===== config.mk =====
export PLATFORM = sky130hd
export DESIGN_NAME = comment_strip_filter
export DESIGN_NICKNAME = d
export VERILOG_FILES = /design/src/hdl/csf_pkg.sv /design/src/hdl/csf_front.sv /design/src/hdl/csf_queue.sv /design/src/hdl/csf_back.sv /design/src/hdl/comment_strip_filter.sv
export SDC_FILE = /design/constraint.sdc
export NUM_CORES = 1
export LEC_CHECK = 0
export BUFFER_PORTS_ARGS = -buffer_cell sky130_fd_sc_hd__buf_4
export CAP_MARGIN = 20
export CORE_AREA = 5 5 240 184
export DETAILED_ROUTE_END_ITERATION = 8
export DIE_AREA = 0 0 245 189
export SETUP_SLACK_MARGIN = 0.02
export SYNTH_ARGS = -nofsm -noshare
export SYNTH_HDL_FRONTEND = slang
export SYNTH_HIERARCHICAL = 1
export SYNTH_SLANG_ARGS = --single-unit

===== constraint.sdc =====
create_clock -name clk -period 5.02 [get_ports clk]
set_input_delay 0.502 -clock clk [delete_from_list [all_inputs] [get_ports clk]]
set_output_delay 0.502 -clock clk [all_outputs]
set_load 0.01 [all_outputs]

===== src/hdl/csf_pkg.sv =====
// ----------------------------------------------------------------------------
// csf_pkg: shared types and constants of the comment strip filter
// Character codes, the result bundle passed from front to back, and sizes.
// ----------------------------------------------------------------------------
package csf_pkg;

  localparam int MAX_RES = 4;                 // results one input byte can cause
  localparam int CNT_W   = $clog2(MAX_RES + 1);
  localparam int IDX_W   = $clog2(MAX_RES);
  localparam int QDEPTH  = 4;                 // bundles held between front and back
  localparam int QAW     = $clog2(QDEPTH);

  localparam logic [7:0] CH_SLASH = 8'h2f;
  localparam logic [7:0] CH_STAR  = 8'h2a;
  localparam logic [7:0] CH_NL    = 8'h0a;
  localparam logic [7:0] CH_UP_A  = 8'h41;
  localparam logic [7:0] CH_UP_Z  = 8'h5a;
  localparam logic [7:0] CASE_OFS = 8'h20;

  typedef enum logic [0:0] {
    REG_STRIP = 1'b0,
    REG_FOLD  = 1'b1
  } cfg_reg_t;

  // all results caused by one input byte
  typedef struct packed {
    logic [MAX_RES-1:0][7:0] ch;
    logic [MAX_RES-1:0]      err;
    logic [CNT_W-1:0]        cnt;
  } bundle_t;

endpackage


===== src/hdl/csf_front.sv =====
// ----------------------------------------------------------------------------
// csf_front: byte classifier of the comment strip filter
// Tracks comment state per accepted byte and builds its bundle of kept bytes.
// ----------------------------------------------------------------------------
module csf_front (
  input  logic                clk,
  input  logic                rst_n,
  input  logic                cfg_we,
  input  logic                cfg_index,
  input  logic                cfg_wdata,
  input  logic                acc,
  input  logic [7:0]          text_char,
  input  logic                end_of_text,
  output logic                bun_push,
  output csf_pkg::bundle_t    bun
);
  import csf_pkg::*;

  typedef enum logic [1:0] {
    MODE_NORMAL = 2'd0,
    MODE_BLOCK  = 2'd1,
    MODE_DROP   = 2'd2
  } mode_t;

  typedef enum logic [1:0] {
    POS_FRESH  = 2'd0,
    POS_SECOND = 2'd1,
    POS_LATER  = 2'd2
  } pos_t;

  typedef struct packed {
    mode_t mode;
    pos_t  pos;
    logic  raw;    // raw slash waiting for its follower
    logic  kept;   // kept slash waiting for a second kept slash
    logic  star;   // previous block byte was a star
    logic  trunc;  // rest of logical line is cut
  } st_t;

  typedef struct packed {
    st_t     st;
    bundle_t b;
  } work_t;

  localparam st_t ST_CLEAR = '{MODE_NORMAL, POS_FRESH, 1'b0, 1'b0, 1'b0, 1'b0};

  st_t   st_r;
  st_t   st_nxt;
  logic  strip_r;
  logic  fold_r;
  work_t w;

  function automatic work_t f_emit(work_t wi, logic [7:0] c, logic err, logic fold);
    logic [7:0] v;
    v = c;
    if (fold && c >= CH_UP_A && c <= CH_UP_Z) v = c + CASE_OFS;
    if (wi.b.cnt < CNT_W'(MAX_RES)) begin
      wi.b.ch[wi.b.cnt[IDX_W-1:0]]  = v;
      wi.b.err[wi.b.cnt[IDX_W-1:0]] = err;
      wi.b.cnt = wi.b.cnt + CNT_W'(1);
    end
    return wi;
  endfunction

  function automatic work_t f_kept_byte(work_t wi, logic [7:0] c, logic fold);
    logic done;
    done = 1'b0;
    if (!wi.st.trunc) begin
      if (wi.st.kept) begin
        wi.st.kept = 1'b0;
        if (c == CH_SLASH) begin
          wi.st.trunc = 1'b1;
          done = 1'b1;
        end else begin
          wi = f_emit(wi, CH_SLASH, 1'b0, fold);
        end
      end
      if (!done) begin
        if (c == CH_SLASH) wi.st.kept = 1'b1;
        else wi = f_emit(wi, c, 1'b0, fold);
      end
    end
    return wi;
  endfunction

  function automatic work_t f_end_line(work_t wi, logic fold);
    if (wi.st.raw) begin
      wi.st.raw = 1'b0;
      wi = f_kept_byte(wi, CH_SLASH, fold);
    end
    if (wi.st.kept && !wi.st.trunc) wi = f_emit(wi, CH_SLASH, 1'b0, fold);
    wi.st.kept  = 1'b0;
    wi.st.trunc = 1'b0;
    wi.st.pos   = POS_FRESH;
    wi = f_emit(wi, CH_NL, 1'b0, fold);
    return wi;
  endfunction

  function automatic work_t f_normal_byte(work_t wi, logic [7:0] c, logic fold);
    pos_t pos;
    logic done;
    pos  = wi.st.pos;
    done = 1'b0;
    if (c == CH_NL) begin
      wi = f_end_line(wi, fold);
    end else begin
      wi.st.pos = (pos == POS_FRESH) ? POS_SECOND : POS_LATER;
      if (wi.st.raw) begin
        wi.st.raw = 1'b0;
        if (c == CH_STAR) begin
          wi.st.mode = MODE_BLOCK;
          wi.st.star = 1'b0;
          done = 1'b1;
        end else if (c == CH_SLASH && pos == POS_SECOND) begin
          wi.st.mode = MODE_DROP;
          done = 1'b1;
        end else begin
          wi = f_kept_byte(wi, CH_SLASH, fold);
        end
      end
      if (!done) begin
        if (c == CH_SLASH) wi.st.raw = 1'b1;
        else wi = f_kept_byte(wi, c, fold);
      end
    end
    return wi;
  endfunction

  always_comb begin
    w.st = st_r;
    w.b  = '0;
    if (!strip_r) begin
      // pass through, keep only the line position
      w = f_emit(w, text_char, 1'b0, fold_r);
      w.st = ST_CLEAR;
      w.st.pos = (text_char == CH_NL) ? POS_FRESH : POS_LATER;
      if (end_of_text && text_char != CH_NL) w = f_emit(w, CH_NL, 1'b0, fold_r);
    end else begin
      case (w.st.mode)
        MODE_BLOCK: begin
          if (text_char == CH_SLASH && w.st.star) begin
            w.st.mode = MODE_NORMAL;
            w.st.star = 1'b0;
          end else begin
            w.st.star = (text_char == CH_STAR);
          end
        end
        MODE_DROP: begin
          if (text_char == CH_NL) begin
            w.st.mode = MODE_NORMAL;
            w.st.pos  = POS_FRESH;
          end
        end
        default: w = f_normal_byte(w, text_char, fold_r);
      endcase
      if (end_of_text) begin
        if (w.st.mode == MODE_BLOCK) w = f_emit(w, CH_NL, 1'b1, fold_r);
        else if (w.st.mode != MODE_DROP && text_char != CH_NL) w = f_end_line(w, fold_r);
      end
    end
    if (end_of_text) w.st = ST_CLEAR;
  end

  assign st_nxt   = acc ? w.st : st_r;
  assign bun      = w.b;
  assign bun_push = acc && (w.b.cnt != '0);

  always_ff @(posedge clk) begin
    if (!rst_n) begin
      st_r    <= ST_CLEAR;
      strip_r <= 1'b1;
      fold_r  <= 1'b0;
    end else begin
      st_r <= st_nxt;
      if (cfg_we && cfg_index == REG_STRIP) strip_r <= cfg_wdata;
      if (cfg_we && cfg_index == REG_FOLD)  fold_r  <= cfg_wdata;
    end
  end

endmodule


===== src/hdl/csf_queue.sv =====
// ----------------------------------------------------------------------------
// csf_queue: bundle queue between classifier and serializer
// Small flop-based FIFO; the head entry is shown without a read delay.
// ----------------------------------------------------------------------------
module csf_queue (
  input  logic             clk,
  input  logic             rst_n,
  input  logic             push,
  input  csf_pkg::bundle_t push_data,
  output logic             full,
  input  logic             pop,
  output csf_pkg::bundle_t head,
  output logic             q_empty
);
  import csf_pkg::*;

  bundle_t          mem_r [QDEPTH];
  logic [QAW-1:0]   wr_ptr_r;
  logic [QAW-1:0]   rd_ptr_r;
  logic [QAW:0]     cnt_r;
  logic             do_push;
  logic             do_pop;

  assign full    = (cnt_r == (QAW+1)'(QDEPTH));
  assign q_empty = (cnt_r == '0);
  assign head    = mem_r[rd_ptr_r];
  assign do_push = push && !full;
  assign do_pop  = pop && !q_empty;

  always_ff @(posedge clk) begin
    if (do_push) mem_r[wr_ptr_r] <= push_data;
  end

  always_ff @(posedge clk) begin
    if (!rst_n) begin
      wr_ptr_r <= '0;
      rd_ptr_r <= '0;
      cnt_r    <= '0;
    end else begin
      if (do_push) wr_ptr_r <= wr_ptr_r + QAW'(1);
      if (do_pop)  rd_ptr_r <= rd_ptr_r + QAW'(1);
      if (do_push && !do_pop)      cnt_r <= cnt_r + (QAW+1)'(1);
      else if (do_pop && !do_push) cnt_r <= cnt_r - (QAW+1)'(1);
    end
  end

endmodule


===== src/hdl/csf_back.sv =====
// ----------------------------------------------------------------------------
// csf_back: result serializer of the comment strip filter
// Unpacks one bundle at a time onto the result queue ports, one beat a cycle if popped.
// ----------------------------------------------------------------------------
module csf_back (
  input  logic             clk,
  input  logic             rst_n,
  input  logic             q_empty,
  input  csf_pkg::bundle_t q_head,
  output logic             q_pop,
  output logic             out_empty,
  input  logic             out_pop,
  output logic [7:0]       out_char,
  output logic             out_last_of_run,
  output logic             out_open_block_error
);
  import csf_pkg::*;

  bundle_t            cur_r;
  logic [IDX_W-1:0]   idx_r;
  logic               valid_r;
  logic               take;
  logic               last;
  logic               finish;

  assign last   = ({1'b0, idx_r} == CNT_W'(cur_r.cnt - CNT_W'(1)));
  assign take   = valid_r && out_pop;
  // the slot is free after this cycle: no bundle is held, or its last beat is taken
  assign finish = !valid_r || (take && last);
  assign q_pop  = finish && !q_empty;

  assign out_empty            = !valid_r;
  assign out_char             = cur_r.ch[idx_r];
  assign out_open_block_error = cur_r.err[idx_r];
  assign out_last_of_run      = last;

  always_ff @(posedge clk) begin
    if (q_pop) cur_r <= q_head;
  end

  always_ff @(posedge clk) begin
    if (!rst_n) begin
      valid_r <= 1'b0;
      idx_r   <= '0;
    end else if (q_pop) begin
      valid_r <= 1'b1;
      idx_r   <= '0;
    end else if (finish) begin
      valid_r <= 1'b0;
    end else if (take) begin
      idx_r <= idx_r + IDX_W'(1);
    end
  end

endmodule


===== src/hdl/comment_strip_filter.sv =====
// ----------------------------------------------------------------------------
// comment_strip_filter: streaming C-style comment remover
// Top level: classifier, bundle queue and result serializer.
// ----------------------------------------------------------------------------
// Usage:
//   Input queue: drive in_text_char / in_end_of_text with in_push; a beat is
//   taken at a clock edge with in_push high and in_full low. One byte can be
//   taken every cycle while the internal queue of four bundles has room.
//   Result queue: while out_empty is low the oldest kept byte sits on
//   out_char, out_last_of_run and out_open_block_error; out_pop takes it.
//   One result leaves per cycle while out_pop is high; a byte that expands
//   into k results holds the serializer until all k leave, and a byte with
//   no result never enters the queue. A result is registered in the bundle
//   queue, then in the serializer. If the receiver stalls, the queue fills;
//   in_full rises at four bundles. The classifier advances on taken bytes only.
//   Configuration: cfg_we with cfg_index 0 (strip) or 1 (fold lower case);
//   write only while the block is idle.
//   Reset (rst_n low, synchronous): stripping on, folding off, queue empty.
// ----------------------------------------------------------------------------
module comment_strip_filter (
  input  logic       clk,
  input  logic       rst_n,
  input  logic       cfg_we,
  input  logic       cfg_index,
  input  logic       cfg_wdata,
  input  logic       in_push,
  output logic       in_full,
  input  logic [7:0] in_text_char,
  input  logic       in_end_of_text,
  output logic       out_empty,
  input  logic       out_pop,
  output logic [7:0] out_char,
  output logic       out_last_of_run,
  output logic       out_open_block_error
);
  import csf_pkg::*;

  logic    acc;
  logic    bun_push;
  bundle_t bun;
  logic    q_full;
  logic    q_pop;
  logic    q_empty;
  bundle_t q_head;

  assign acc     = in_push && !q_full;
  assign in_full = q_full;

  csf_front u_front (
    .clk         (clk),
    .rst_n       (rst_n),
    .cfg_we      (cfg_we),
    .cfg_index   (cfg_index),
    .cfg_wdata   (cfg_wdata),
    .acc         (acc),
    .text_char   (in_text_char),
    .end_of_text (in_end_of_text),
    .bun_push    (bun_push),
    .bun         (bun)
  );

  csf_queue u_queue (
    .clk       (clk),
    .rst_n     (rst_n),
    .push      (bun_push),
    .push_data (bun),
    .full      (q_full),
    .pop       (q_pop),
    .head      (q_head),
    .q_empty   (q_empty)
  );

  csf_back u_back (
    .clk                  (clk),
    .rst_n                (rst_n),
    .q_empty              (q_empty),
    .q_head               (q_head),
    .q_pop                (q_pop),
    .out_empty            (out_empty),
    .out_pop              (out_pop),
    .out_char             (out_char),
    .out_last_of_run      (out_last_of_run),
    .out_open_block_error (out_open_block_error)
  );

endmodule


-- Word-level counts from Yosys, hierarchy flattened
Memory sizes are Yosys's and may differ from the RTL's. A register that Yosys moved wholly into a read port is not among the register bits.
Index checks and enable logic that the tools add are counted.
- register bits after elaboration: 20
- memory bits (writable): 156
- input bits: 16
- output and inout bits: 12
- word-level logic and storage cells: 311
- memories kept: 1
- memory list (memory ; depth ; bits a word ; read ports ; clocked after Yosys merged registers in ; write ports ; RTL line ; RTL):
    u_queue.mem_r ; 4 ; 39 ; 1 ; 1 ; 1 ; csf_queue.sv:17 ; bundle_t mem_r [QDEPTH];
- add/sub/neg operators: 15
- order comparisons: 27
- eq/ne operators: 11
- muxes and demuxes: 162
- bitwise logic cells: 39
- reductions and logical operators: 43
- operator list (operator ; count):
    two-way mux 47 bit ; 31
    two-way mux 39 bit ; 13
    two-way mux 42 bit ; 10
    two-way mux 40 bit ; 6
    two-way mux 8 bit ; 19
    demux 8 bit (select 2 bit) ; 8
    NOT 24 bit ; 4
    AND 24 bit ; 3
    bitwise OR 20 bit ; 3
    two-way mux 1 bit ; 48
    AND 12 bit ; 3
    NOT 12 bit ; 3
    bitwise mux 32 bit ; 1
    NOT 4 bit ; 7
    adder 3 x 1 -> 3 bit, second input constant ; 9
    logical AND 1 bit ; 27
    < comparator 2 x 3 -> 1 bit, second input constant ; 9
    AND 4 bit ; 6
    AND 6 x 24 -> 24 bit ; 1
    < comparator 3 bit, second input constant ; 8
    bitwise OR 8 bit ; 3
    binary-select mux 8 bit (select 2 bit) ; 1
    demux 1 bit (select 2 bit) ; 8
    equality test 8 x 6 -> 1 bit, second input constant ; 2
    other kinds (31) ; 64

-- Logic depth before layout (Yosys ltp)
- depth in word-level cells: 88
- depth in mapped cells: 25

-- Hierarchy
The synthesis kept the hierarchy.
- modules (own cells, without submodules) (module ; instances ; cells each ; area an instance (um2) ; seq. area each (um2)):
    csf_queue ; 1 ; 251 ; 6100.9 ; 4864.7
    csf_front ; 1 ; 290 ; 2035.7 ; 200.2
    csf_back ; 1 ; 81 ; 1672.9 ; 1231.2
    comment_strip_filter ; 1 ; 1 ; 13.8 ; 0.0

-- Least setup slack after synthesis
Ideal clock, no wire load.
- path type: input to register
- start: in in_text_char[0]
- end: mem u_queue/mem_r[0][0] (netlist name) (enable)
- arrival: 4719 ps
- path slack: -99 ps
- cell stages on the path: 18
- buffers on the path: 2
- cells stage by stage: or4_4 > or4_4 > buf_6 > and2_1 > nor4b_4 > nor2_1 > ha_1 > inv_1 > a32o_1 > a21oi_1 > nand2_1 > ha_1 > nand2_1 > a311o_1 > o31a_1 > nor2b_1 > buf_2 > and2_1
- RTL lines (element ; RTL line ; RTL):
    start: declaration ; comment_strip_filter.sv:28 ; input logic [7:0] in_text_char,
    end: declaration ; csf_queue.sv:17 ;

==> results by group <==
Run status
  – Outcome: complete, no violations

Power and ir drop
  – Pwr/cell area: 473 mW/mm^2
  – Maximum vdd ir drop: 276 uV
  – Lkg Pwr: 3.83 nW

Yosys
  – Post-synthesis sequential area ratio: 64.1%
  – Area of the mapped netlist: 0.00982 mm^2
  – Post-synth EDFFs: 195
  – Netlist cell types: 75
  – Prevailing post-synth register cell: edfxtp_1
  – Syn avg cell area: 15.8 um^2
  – Post-Syn Instances: 623
  – Ys async rst share: 0%
  – Synth Register Bits: 217
  – Synthesis Warnings: 6

Detailed routing
  – DRC: 0
  – Drt wl/cell: 16.5 um
  – Vias: 5393
  – DRT antenna net count: 0
  – DRT Pass-1 Iters: 5
  – DRT iter0 DRCs: 417
  – Routed wire length: 20000 um
  – Avg Vias per Cell: 4.45

Floorplan
  – Core footprint: 0.0415 mm^2
  – DIE AREA: 0.0463 mm^2
  – Rows: 65
  – IO Count: 28
  – Initial Util: 23.7%
  – Die Wd: 245 um
  – Die height: 189 um

STA
  – Setup Skew: 16.9 ps
  – Worst-margin pin slew: 969 ps
  – Final Max Slew Viols: 0
  – RSZ-0062 raised after global routing: no
  – Peak Freq: 216 MHz
  – Worst Hold Slack: 234 ps
  – Post-layout min period: 4640 ps
  – Worst rel slew slack: 35.3%
  – Crit share post-route: 92.3%
  – Final hold viol count: 0
  – Setup violators final: 0

Worst setup path
  – FF-to-FF path depth: 21
  – Worst endpoint required time: 5430 ps
  – Flop-to-flop setup slack: 380 ps
  – Startpoint types: flip-flop
  – Worst r2r dst: u_queue/cnt_r[2]
  – Crit path max fanout: 5
  – Critical path type: reg2reg
  – Data arrival, critical path: 5050 ps
  – CP endpoint kind: flip-flop
  – Worst r2r src: u_front/st_r[5]

Cells and area
  – Fill cells: 4162
  – P&R area growth vs syn: 16.7%
  – Most frequent cells in the layout: 195 x edfxtp_1, 67 x buf_4, 48 x mux4_2
  – Antenna Diode Count: 0
  – Commonest non-fill, non-tap cell in the layout: edfxtp_1
  – Finished Cell Area: 0.0115 mm^2
  – Final Net Count: 697
  – Share of layout cells above drive strength 1: 27.6%

Global route
  – Initial antenna violation count: 0
  – Grt ovf: 0
  – First-pass GRT wire length: 32100 um
  – GRT Overall Usage: 8.64%
  – Pin count of the biggest net entering global routing: 41
  – Vias in the first global route: 5475

Placement
  – Final HPWL DP: 13600 um
  – Post-placement cell area: 0.0107 mm^2
  – Port bufs: 27
  – Gpl congestion: 0.850

Worst hold path
  – Hold Crit Endpoint: u_front/strip_r
  – Hold Crit Depth: 3
  – Hold Path Class: in2reg
  – Hold wc startpoint: cfg_wdata

CTS
  – Clock Latency Late Sink: 510 ps
  – Sink Count: 217
  – Clock Path Buffers: 3
  – Clock H-tree levels: 1
  – CTS clk-pin slew, worst paths: 60 ps
  – CTS tree: done
  – Hold buffer count at CTS: 0
  – Clock buffer count from CTS: 22
  – CTS Root Cell: clkbuf_16

Job
  – Max-cap violations: 0
## state kept, by name, summed over array words and instances, names as in the netlist, named ones only
signal,flops
u_queue/mem_r,156
u_back/cur_r,39
u_front/st_r,8
u_queue/cnt_r,3
u_back/idx_r,2
u_queue/rd_ptr_r,2
u_queue/wr_ptr_r,2
u_back/valid_r,1
u_front/fold_r,1
u_front/strip_r,1
## layout make-up
| class | instances | area [um^2] | share of cell area (%) |
|---|---|---|---|
| timing repair buffer | 72 | 603 | 5.26 |
| tap | 536 | 671 | 5.85 |
| multi-input combinational | 328 | 3070 | 26.7 |
| sequential | 217 | 6300 | 54.9 |
| clock inverter | 16 | 193 | 1.68 |
| clock buffer | 24 | 558 | 4.87 |
| inverter | 20 | 75.1 | 0.655 |
## worst max-delay path by stage
stage / startpoint / to / slack, ps / cells after the start
3_3_place_gp: in_text_char[0] / u_queue/cnt_r[2] / 20 / 22
6_report: u_front/st_r[5] / u_queue/cnt_r[2] / 380 / 21
5_1_grt: u_front/st_r[5] / u_queue/cnt_r[2] / 70 / 21
3_5_place_dp: in_text_char[0] / u_queue/cnt_r[2] / -120 / 22
4_1_cts: u_front/st_r[0] / u_queue/cnt_r[2] / 300 / 22
2_1_floorplan: in_text_char[0] / u_queue/cnt_r[2] / 30 / 23
## critical path: stages, from the launching register on
cell	delay [ps]
dfxtp_1	370
and4b_2	280
o211ai_1	230
a21oi_1	190
nor4b_4	350
nor2_1	70
ha_1	270
inv_1	30
a32o_2	250
a21o_1	180
a21oi_2	190
ha_1	260
nand2_1	60
a311o_1	230
o31a_1	140
nor2b_2	150
ha_1	180
inv_1	70
fa_1	430
xor2_1	170
or3_1	290
a21boi_0	170
## metrics by stage
step           power (mW)  cells  TNS, ps  utilization, %  worst slack [ps]
4_1_cts              5.52   1211        0            27.6               301
3_5_place_dp         3.83   1171     -122            25.7              -122
3_3_place_gp         3.80   1171        0            25.7              16.4
6_report             5.43   1213        0            27.6               384
5_1_grt              5.72   1213        0            27.6              66.2
2_1_floorplan        3.40    628        0               -              26.1
## power by group
| part | internal [mW] | switching [mW] | leakage, nW | total [mW] |
|---|---|---|---|---|
| registers | 2.39 | 0.141 | 1.98 | 2.53 |
| logic | 0.577 | 0.645 | 1.48 | 1.22 |
| clock network | 1.01 | 0.664 | 0.365 | 1.68 |
## synth_stat cells (all sizes together), types with 5 or more instances
cell,count,share of area (%)
clkbuf,12,0.46
o211ai,5,0.38
nor2b,9,0.73
o22ai,6,0.38
xor2,5,0.60
nand2,42,1.6
edfxtp,195,60
mux4,48,11
and3,10,0.64
ha,19,2.4
inv,20,0.76
buf,51,4.0
o21ai,15,0.76
nand3,8,0.41
nand2b,6,0.38
nor4,5,0.38
dfxtp,22,4.5
nor2,19,0.73
a21oi,20,1.0
nor3,9,0.46
mux2i,6,0.61
and2,15,0.96
## cells by family (layout without fill, tap and decap cells)
| kind of cell | after synthesis | after routing | share of synthesized area [%] |
|---|---|---|---|
| buffers and inverters | 83 | 132 | 5.18 |
| other | 1 | 6 | 0.0382 |
| and+or+nand+nor | 149 | 149 | 8.71 |
| muxes | 54 | 54 | 11.6 |
| DFF | 217 | 217 | 64.1 |
| AOI/OAI and AO/OA | 90 | 90 | 6.78 |
| xor gates and xnor gates | 9 | 9 | 0.955 |
| adders and majority gates | 20 | 20 | 2.62 |
## metal layers
| layer | wire, um | global-route usage [%] | share of wire, % | vias up |
|---|---|---|---|---|
| met5 | 0 | 0 | 0 | - |
| met4 | 316 | 1.92 | 1.6 | 0 |
| met3 | 982 | 1.61 | 4.9 | 23 |
| met2 | 9100 | 13.4 | 45 | 130 |
| met1 | 9620 | 12.7 | 48 | 2761 |
| li1 | - | - | - | 2479 |
## timing repair
item / 4_1_cts / 5_1_grt
endpoints found under the setup margin: 0 / 1
buffers inserted: 0 / 1
resized for setup: 0 / 4
(Power assumes the default switching activity.)
